## config.mk

```make
export PLATFORM = sky130hd
export DESIGN_NAME = scalar_kalman_estimator
export DESIGN_NICKNAME = d
export VERILOG_FILES = /design/src/sv/ske_pkg.sv /design/src/sv/ske_div.sv /design/src/sv/ske_mul.sv /design/src/sv/scalar_kalman_estimator.sv
export SDC_FILE = /design/constraint.sdc
export NUM_CORES = 2
export LEC_CHECK = 0
export BUFFER_PORTS_ARGS = -buffer_cell sky130_fd_sc_hd__buf_2
export CORE_MARGIN = 1.5
export CORE_UTILIZATION = 55
export CTS_BUF_LIST = sky130_fd_sc_hd__clkbuf_16
export DETAILED_ROUTE_END_ITERATION = 10
export PLACE_DENSITY = 0.69
export REMOVE_ABC_BUFFERS = 1
export SLEW_MARGIN = 20
export SYNTH_ARGS = -nofsm -noshare
export SYNTH_HDL_FRONTEND = slang
export SYNTH_SLANG_ARGS = --single-unit
```

## constraint.sdc

```tcl
create_clock -name clk_i -period 9.7 [get_ports clk_i]
set_clock_uncertainty 0.1 [all_clocks]
set_input_delay 1.94 -clock clk_i [delete_from_list [all_inputs] [get_ports clk_i]]
set_output_delay 1.94 -clock clk_i [all_outputs]
set_load 0.02 [all_outputs]
```

## src/sv/ske_pkg.sv

```systemverilog
// ----------------------------------------------------------------------------
// ske_pkg
// Shared types and constants of the scalar Kalman estimator
// ----------------------------------------------------------------------------
`default_nettype none

package ske_pkg;

  localparam int DATA_WIDTH = 32;
  localparam int GAIN_BITS  = 16;
  localparam int GAIN_W     = GAIN_BITS + 1;
  localparam int CFG_IDX_W  = 2;

  localparam int SUM_W   = DATA_WIDTH + 1;
  localparam int MUL_A_W = DATA_WIDTH + 1;
  localparam int MUL_B_W = GAIN_W + 1;
  localparam int PROD_W  = MUL_A_W + MUL_B_W;
  localparam int DELTA_W = PROD_W - GAIN_BITS;

  localparam logic [GAIN_W-1:0] GAIN_ONE = GAIN_W'(1) << GAIN_BITS;

  typedef enum logic [CFG_IDX_W-1:0] {
    REG_PROCESS_VAR     = 2'd0,
    REG_MEASUREMENT_VAR = 2'd1,
    REG_START_ESTIMATE  = 2'd2,
    REG_START_COVAR     = 2'd3
  } cfg_idx_e;

  typedef struct packed {
    logic                         action;
    logic signed [DATA_WIDTH-1:0] measurement;
  } ske_in_t;

  typedef struct packed {
    logic signed [DATA_WIDTH-1:0] estimate;
    logic        [DATA_WIDTH-1:0] covariance;
    logic        [GAIN_W-1:0]     gain;
  } ske_out_t;

endpackage

`default_nettype wire

```

## src/sv/ske_div.sv

```systemverilog
// ----------------------------------------------------------------------------
// ske_div
// Restoring divider for the gain, one quotient bit per cycle
// ----------------------------------------------------------------------------
`default_nettype none

module ske_div (
  input  wire logic                                clk_i,
  input  wire logic                                rst_ni,
  input  wire logic                                start_i,
  input  wire logic [ske_pkg::DATA_WIDTH-1:0]      dividend_i,
  input  wire logic [ske_pkg::SUM_W-1:0]           divisor_i,
  output logic                                     done_o,
  output logic      [ske_pkg::GAIN_BITS-1:0]       quotient_o
);

  localparam int CNT_W = $clog2(ske_pkg::GAIN_BITS);
  localparam logic [CNT_W-1:0] CNT_LAST = CNT_W'(ske_pkg::GAIN_BITS - 1);

  logic [ske_pkg::SUM_W-1:0]     rem_q, rem_d;
  logic [ske_pkg::SUM_W-1:0]     div_q;
  logic [ske_pkg::GAIN_BITS-1:0] quo_q;
  logic [CNT_W-1:0]              cnt_q;
  logic                          busy_q, done_q;
  logic [ske_pkg::SUM_W:0]       trial, dv, diff;
  logic                          ge;

  always_comb begin
    trial = {rem_q, 1'b0};
    dv    = {1'b0, div_q};
    diff  = trial - dv;
    ge    = trial >= dv;
    rem_d = ge ? diff[ske_pkg::SUM_W-1:0] : trial[ske_pkg::SUM_W-1:0];
  end

  always_ff @(posedge clk_i or negedge rst_ni) begin
    if (!rst_ni) begin
      busy_q <= 1'b0;
      done_q <= 1'b0;
      cnt_q  <= '0;
    end else begin
      done_q <= 1'b0;
      if (start_i) begin
        busy_q <= 1'b1;
        cnt_q  <= '0;
      end else if (busy_q) begin
        cnt_q <= cnt_q + CNT_W'(1);
        if (cnt_q == CNT_LAST) begin
          busy_q <= 1'b0;
          done_q <= 1'b1;
        end
      end
    end
  end

  always_ff @(posedge clk_i) begin
    if (start_i) begin
      rem_q <= {1'b0, dividend_i};
      div_q <= divisor_i;
      quo_q <= '0;
    end else if (busy_q) begin
      rem_q <= rem_d;
      quo_q <= {quo_q[ske_pkg::GAIN_BITS-2:0], ge};
    end
  end

  assign done_o     = done_q;
  assign quotient_o = quo_q;

endmodule

`default_nettype wire

```

## src/sv/ske_mul.sv

```systemverilog
// ----------------------------------------------------------------------------
// ske_mul
// Shared signed multiplier with registered product
// ----------------------------------------------------------------------------
`default_nettype none

module ske_mul (
  input  wire logic                                  clk_i,
  input  wire logic signed [ske_pkg::MUL_A_W-1:0]    a_i,
  input  wire logic signed [ske_pkg::MUL_B_W-1:0]    b_i,
  output logic signed      [ske_pkg::PROD_W-1:0]     p_o
);

  logic signed [ske_pkg::PROD_W-1:0] p_q;

  always_ff @(posedge clk_i) begin
    p_q <= ske_pkg::PROD_W'(a_i) * ske_pkg::PROD_W'(b_i);
  end

  assign p_o = p_q;

endmodule

`default_nettype wire

```

## src/sv/scalar_kalman_estimator.sv

```systemverilog
// ----------------------------------------------------------------------------
// scalar_kalman_estimator
// One-dimensional Kalman filter for a constant-position model, Q16.16
// ----------------------------------------------------------------------------
// An update word runs through these steps in order: the predict add, the
// divider start, the gain division (sixteen quotient bits in the divider,
// then the quotient is taken), two passes through the shared multiplier, the
// update step and the output step. With zero measurement variance the
// division is skipped. A reinitialize word goes straight from acceptance to
// its output step. The input is not ready while a word is in progress, so a
// new word is taken only after the last one has left its output step; the
// output register lets a finished result wait while the next word is taken,
// and a word that finishes while that result still waits is held in its
// output step.
`default_nettype none

module scalar_kalman_estimator (
  input  wire logic                                clk_i,
  input  wire logic                                rst_ni,
  input  wire logic                                cfg_valid_i,
  output logic                                     cfg_ready_o,
  input  wire logic [ske_pkg::CFG_IDX_W-1:0]       cfg_addr_i,
  input  wire logic [ske_pkg::DATA_WIDTH-1:0]      cfg_data_i,
  input  wire logic                                in_valid_i,
  output logic                                     in_ready_o,
  input  wire ske_pkg::ske_in_t                    in_word_i,
  output logic                                     out_valid_o,
  input  wire logic                                out_ready_i,
  output ske_pkg::ske_out_t                        out_word_o
);

  localparam int DW = ske_pkg::DATA_WIDTH;
  localparam int XS_W = ske_pkg::DELTA_W + 1;

  typedef enum logic [2:0] {
    S_IDLE, S_PRED, S_DSTART, S_DIV, S_MULX, S_MULP, S_UPD, S_DONE
  } state_e;

  state_e state_q;

  logic [DW-1:0]        proc_var_q, meas_var_q, start_cov_q;
  logic signed [DW-1:0] start_est_q;

  logic signed [DW-1:0]                   x_q, z_q;
  logic [DW-1:0]                          cov_q, pp_q;
  logic [ske_pkg::GAIN_W-1:0]             gain_q;
  logic signed [ske_pkg::SUM_W-1:0]       diff_q;
  logic signed [ske_pkg::DELTA_W-1:0]     delta_q;
  ske_pkg::ske_out_t                      out_q;
  logic                                   out_valid_q;

  logic [ske_pkg::SUM_W-1:0]              pred_sum, gain_sum;
  logic [DW-1:0]                          psat;
  logic signed [ske_pkg::SUM_W-1:0]       diff_d;
  logic signed [XS_W-1:0]                 xs;
  logic signed [DW-1:0]                   x_sat;
  logic                                   x_ovf;
  logic signed [ske_pkg::MUL_A_W-1:0]     mul_a;
  logic signed [ske_pkg::MUL_B_W-1:0]     mul_b;
  logic signed [ske_pkg::PROD_W-1:0]      prod;
  logic                                   div_start;
  logic                                   div_done;
  logic [ske_pkg::GAIN_BITS-1:0]          quo;
  logic                                   in_acc;

  assign cfg_ready_o = 1'b1;
  assign in_ready_o  = (state_q == S_IDLE);
  assign in_acc      = in_valid_i && in_ready_o;

  // config registers
  always_ff @(posedge clk_i or negedge rst_ni) begin
    if (!rst_ni) begin
      proc_var_q  <= DW'(655);
      meas_var_q  <= DW'(262144);
      start_est_q <= '0;
      start_cov_q <= DW'(65536);
    end else if (cfg_valid_i) begin
      unique case (ske_pkg::cfg_idx_e'(cfg_addr_i))
        ske_pkg::REG_PROCESS_VAR:     proc_var_q  <= cfg_data_i;
        ske_pkg::REG_MEASUREMENT_VAR: meas_var_q  <= cfg_data_i;
        ske_pkg::REG_START_ESTIMATE:  start_est_q <= cfg_data_i;
        ske_pkg::REG_START_COVAR:     start_cov_q <= cfg_data_i;
        default: ;
      endcase
    end
  end

  always_comb begin
    pred_sum = {1'b0, cov_q} + {1'b0, proc_var_q};
    psat     = pred_sum[DW] ? '1 : pred_sum[DW-1:0];
    diff_d   = {z_q[DW-1], z_q} - {x_q[DW-1], x_q};
    gain_sum = {1'b0, pp_q} + {1'b0, meas_var_q};
    xs       = {{(XS_W-DW){x_q[DW-1]}}, x_q} + {delta_q[ske_pkg::DELTA_W-1], delta_q};
    x_ovf    = (xs[XS_W-1:DW-1] != '0) && (xs[XS_W-1:DW-1] != '1);
    x_sat    = x_ovf ? (xs[XS_W-1] ? {1'b1, {(DW-1){1'b0}}} : {1'b0, {(DW-1){1'b1}}})
                     : xs[DW-1:0];
    if (state_q == S_MULP) begin
      mul_a = {1'b0, pp_q};
      mul_b = {1'b0, ske_pkg::GAIN_ONE - gain_q};
    end else begin
      mul_a = diff_q;
      mul_b = {1'b0, gain_q};
    end
    div_start = (state_q == S_DSTART) && (meas_var_q != '0);
  end

  ske_div u_div (
    .clk_i      (clk_i),
    .rst_ni     (rst_ni),
    .start_i    (div_start),
    .dividend_i (pp_q),
    .divisor_i  (gain_sum),
    .done_o     (div_done),
    .quotient_o (quo)
  );

  ske_mul u_mul (
    .clk_i (clk_i),
    .a_i   (mul_a),
    .b_i   (mul_b),
    .p_o   (prod)
  );

  always_ff @(posedge clk_i or negedge rst_ni) begin
    if (!rst_ni) begin
      state_q     <= S_IDLE;
      out_valid_q <= 1'b0;
      x_q         <= '0;
      cov_q       <= DW'(65536);
      gain_q      <= '0;
      z_q         <= '0;
      pp_q        <= '0;
      diff_q      <= '0;
      delta_q     <= '0;
      out_q       <= '0;
    end else begin
      if (out_valid_q && out_ready_i && state_q != S_DONE) out_valid_q <= 1'b0;
      unique case (state_q)
        S_IDLE: begin
          if (in_acc) begin
            z_q <= in_word_i.measurement;
            if (in_word_i.action) begin
              x_q     <= start_est_q;
              cov_q   <= start_cov_q;
              gain_q  <= '0;
              state_q <= S_DONE;
            end else begin
              state_q <= S_PRED;
            end
          end
        end
        S_PRED: begin
          pp_q    <= psat;
          diff_q  <= diff_d;
          state_q <= S_DSTART;
        end
        S_DSTART: begin
          if (meas_var_q == '0) begin
            gain_q  <= (pp_q == '0) ? '0 : ske_pkg::GAIN_ONE;
            state_q <= S_MULX;
          end else begin
            state_q <= S_DIV;
          end
        end
        S_DIV: begin
          if (div_done) begin
            gain_q  <= {1'b0, quo};
            state_q <= S_MULX;
          end
        end
        S_MULX: state_q <= S_MULP;
        S_MULP: begin
          delta_q <= prod[ske_pkg::PROD_W-1:ske_pkg::GAIN_BITS];
          state_q <= S_UPD;
        end
        S_UPD: begin
          cov_q   <= prod[ske_pkg::GAIN_BITS +: DW];
          x_q     <= x_sat;
          state_q <= S_DONE;
        end
        S_DONE: begin
          if (!out_valid_q || out_ready_i) begin
            out_q.estimate   <= x_q;
            out_q.covariance <= cov_q;
            out_q.gain       <= gain_q;
            out_valid_q      <= 1'b1;
            state_q          <= S_IDLE;
          end
        end
        default: state_q <= S_IDLE;
      endcase
    end
  end

  assign out_valid_o = out_valid_q;
  assign out_word_o  = out_q;

  a_gain_range : assert property (@(posedge clk_i) disable iff (!rst_ni)
    out_valid_o |-> (out_word_o.gain <= ske_pkg::GAIN_ONE))
    else $error("gain above one");

  a_div_done_state : assert property (@(posedge clk_i) disable iff (!rst_ni)
    div_done |-> (state_q == S_DIV))
    else $error("divider finished outside the division phase");

  a_reinit_fast : assert property (@(posedge clk_i) disable iff (!rst_ni)
    (in_acc && in_word_i.action) |=> (state_q == S_DONE && gain_q == '0))
    else $error("reinitialize word did not go straight to output");

endmodule

`default_nettype wire
```

==> flow_metrics.tcl <==
set metrics [dict create \
    status "complete, no violations" \
    synth_async_sr_flop_share_pct 78.7 \
    required_ns 10.17 \
    cts_setup_buffers 0 \
    yosys_warnings 0 \
    yosys.area.top_type "fa_1" \
    rows 108 \
    postCtsHoldBufs 0 \
    hold_ws_ns 0.324 \
    whs_path_depth 2 \
    cts_root_buffer "clkbuf_16" \
    area.growth.synth_to_final_pct 8.99 \
    drc 0 \
    yosysTopAreaCellShare_pct 22.5 \
    start_util_pct 55.4 \
    tightest_slew_ns 1.13 \
    criticalPathCategory "reg -> reg" \
    synth-main-ff-cell "dfrtp_1" \
    rsz0062_at_grt "no" \
    relSlewSlack_pct 23.6 \
    fin_util_pct 60.4 \
    die_h_um 298 \
    grt_pass1_wl_um 217000 \
    ant_nets 0 \
    clk_latency_ns 0.68 \
    yosys.cell_count.top_type "nand2_1" \
    synth_area_leaders "fa_1 23%, dfrtp_1 22%, ha_1 7.4%" \
    grtUsageTotal_pct 31.8 \
    cp_max_fo 13 \
    synth_cell_types 78 \
    io_pins 156 \
    fmaxAchievable_ghz 0.111 \
    fp.coreArea_um2 86500 \
    drt-pass1-iter-count 9 \
    cts_resized 0 \
    fill_cells 7501 \
    cts.sinks 549 \
    final_area_um2 52200 \
    worst_setup_path_end_kind "register" \
    hp-class "reg -> reg" \
    finalWeightedCongestion 0.931 \
    drive_gt1_share_pct 11.9 \
    finalSetupViolCount 0 \
    synthesis.instances 5046 \
    multi_input_area_um2 30800 \
    crit_start "gain_q[5]$_DFFE_PN0P_" \
    min_from "u_mul.p_o[28]$_DFF_P_" \
    r2r_cells 26 \
    post-route-period-util_pct 92.6 \
    grt_pass1_vias 37100 \
    grt_overflow_total 0 \
    cts_buffer_depth 3 \
    syn_area_um2 47900 \
    ys_ff_latch 549 \
    fin_nets 6042 \
    antenna_found_initial 6 \
    die_area_um2 88900 \
    cts_inserted_buffers 61 \
    chipWidth_um 298 \
    seq_area_um2 13800 \
    fin_tns_setup_ns 0 \
    synth_common_cells "798 x nand2_1, 720 x inv_1, 539 x fa_1, 423 x dfrtp_1, 364 x nor2_1" \
    syn_area_per_cell_um2 9.50 \
    arrival_ns 9.45 \
    critPathLaunchType "register" \
    wl_um 138000 \
    vias_per_cell 5.77 \
    wire_per_inst_um 21.8 \
    dr.first_iter.drc_count 2819 \
    dpl_cell_area_um2 50300 \
    r2r-start "gain_q[5]$_DFFE_PN0P_" \
    synth-edff-count 65 \
    hpwl_um 107000 \
    htreeDepth 2 \
    worst-r2r-setup-slack_ns 0.72 \
    drv_cap 0 \
    via_count 36600 \
    synth-seq-area-share_pct 28.8 \
    clk_transition_reported_paths_ns 0.07 \
    drv_slew 0 \
    hold_viol 0 \
    layout_min_cycle_time_ns 8.98 \
    numPortBuffers 154 \
    cts_tree "yes" \
    grt_max_degree 149 \
]
==> cell families (layout without fill, tap and decap cells) <==
family	after synthesis	in the layout	share of synthesized area (%)
and+or+nand+nor	1479	1479	13.0
xor gates and xnor gates	207	207	3.78
buffers and inverters	916	1068	7.23
muxes	315	315	7.20
DFF	549	549	28.8
adders and majority gates	822	822	29.9
other	1	2	0.00782
AOI/OAI and AO/OA	757	757	10.0
==> layout make-up <==
cell class,instances,share of cell area (%)
Antenna cell,1,0.00479
Sequential cell,549,26.4
Tap cell,1155,2.77
Inverter,721,5.18
Multi-Input combinational cell,3581,59.1
Clock buffer,63,3.02
Clock inverter,50,0.723
Timing Repair Buffer,234,2.80
==> worst paths after layout <==
check	end
worst max register to register	u_mul.p_o[48]$_DFF_P_
min in group asynchronous	z_q[8]$_DFFE_PN0P_
max in group asynchronous	pp_q[30]$_DFFE_PN0P_
worst min register to register	delta_q[12]$_DFFE_PN0P_
worst min-delay path	delta_q[12]$_DFFE_PN0P_
worst max-delay path	u_mul.p_o[48]$_DFF_P_
==> through the flow <==
step           std cells  setup WS (ns)
3_3_place_gp        6239           1.02
5_1_grt             6353         0.0541
3_5_place_dp        6240          0.810
6_report            6354          0.716
4_1_cts             6353          0.807
2_1_floorplan       4851          -3.14
==> worst max-delay path: stages (launching register included) <==
cell      delay, ns
dfrtp_1        0.50
nor3_1         0.33
nor3b_1        0.44
nand2_1        0.14
o31ai_1        0.45
xnor2_2        0.37
buf_4          0.31
nand2_1        0.09
fa_1           0.56
inv_1          0.05
fa_1           0.54
fa_1           0.43
fa_1           0.46
fa_1           0.51
fa_1           0.41
ha_1           0.36
a211oi_1       0.25
o21ai_0        0.17
a221oi_1       0.41
o22ai_1        0.14
or3_1          0.53
a31oi_1        0.44
o21ai_0        0.30
a21oi_1        0.29
nor2b_1        0.08
nor3_1         0.15
nor4_1         0.08
==> state kept, by name, indices dropped and copies added (netlist names) <==
register / count
out_word_o: 81
delta_q: 35
u_mul.p_o: 35
diff_q: 33
u_div.div_q: 33
u_div.rem_q: 33
cov_q: 32
meas_var_q: 32
pp_q: 32
proc_var_q: 32
start_cov_q: 32
start_est_q: 32
x_q: 32
z_q: 32
gain_q: 17
u_div.quotient_o: 16
u_div.cnt_q: 4
state_q: 3
out_valid_o: 1
u_div.busy_q: 1
u_div.done_o: 1
==> metal layers <==
layer | track usage, % | vias up | share of wire (%)
li1 | - | 16600 | -
met4 | 12.0 | 4 | 4.3
met5 | 0 | - | 0.022
met1 | 44.0 | 18400 | 43
met3 | 5.54 | 277 | 7.5
met2 | 50.2 | 1426 | 46
==> placed cells by master, fill, tap and decap left out, types with 10 or more instances in the layout <==
master,instances
or3_1,13
xor2_1,70
and3_1,24
nor2b_1,35
a31oi_1,55
ha_1,283
clkbuf_16,63
o21bai_1,25
clkinv_1,10
o31ai_1,11
o21ai_0,164
a211oi_1,43
nor3_1,63
o21a_1,30
nand3_1,65
buf_2,153
xnor2_1,122
and2_1,17
inv_1,736
a21o_1,104
a21oi_1,215
nor4_1,23
mux2_2,238
nor2_1,361
dfxtp_1,52
dfrtp_1,423
mux2i_1,76
nand2_1,798
edfxtp_1,65
nand2b_1,24
buf_4,74
fa_1,539
nand4_1,23
Power is left out: the tool's default activity adds up to more than one toggle a clock period on the data nets, which glitch-free logic cannot reach.
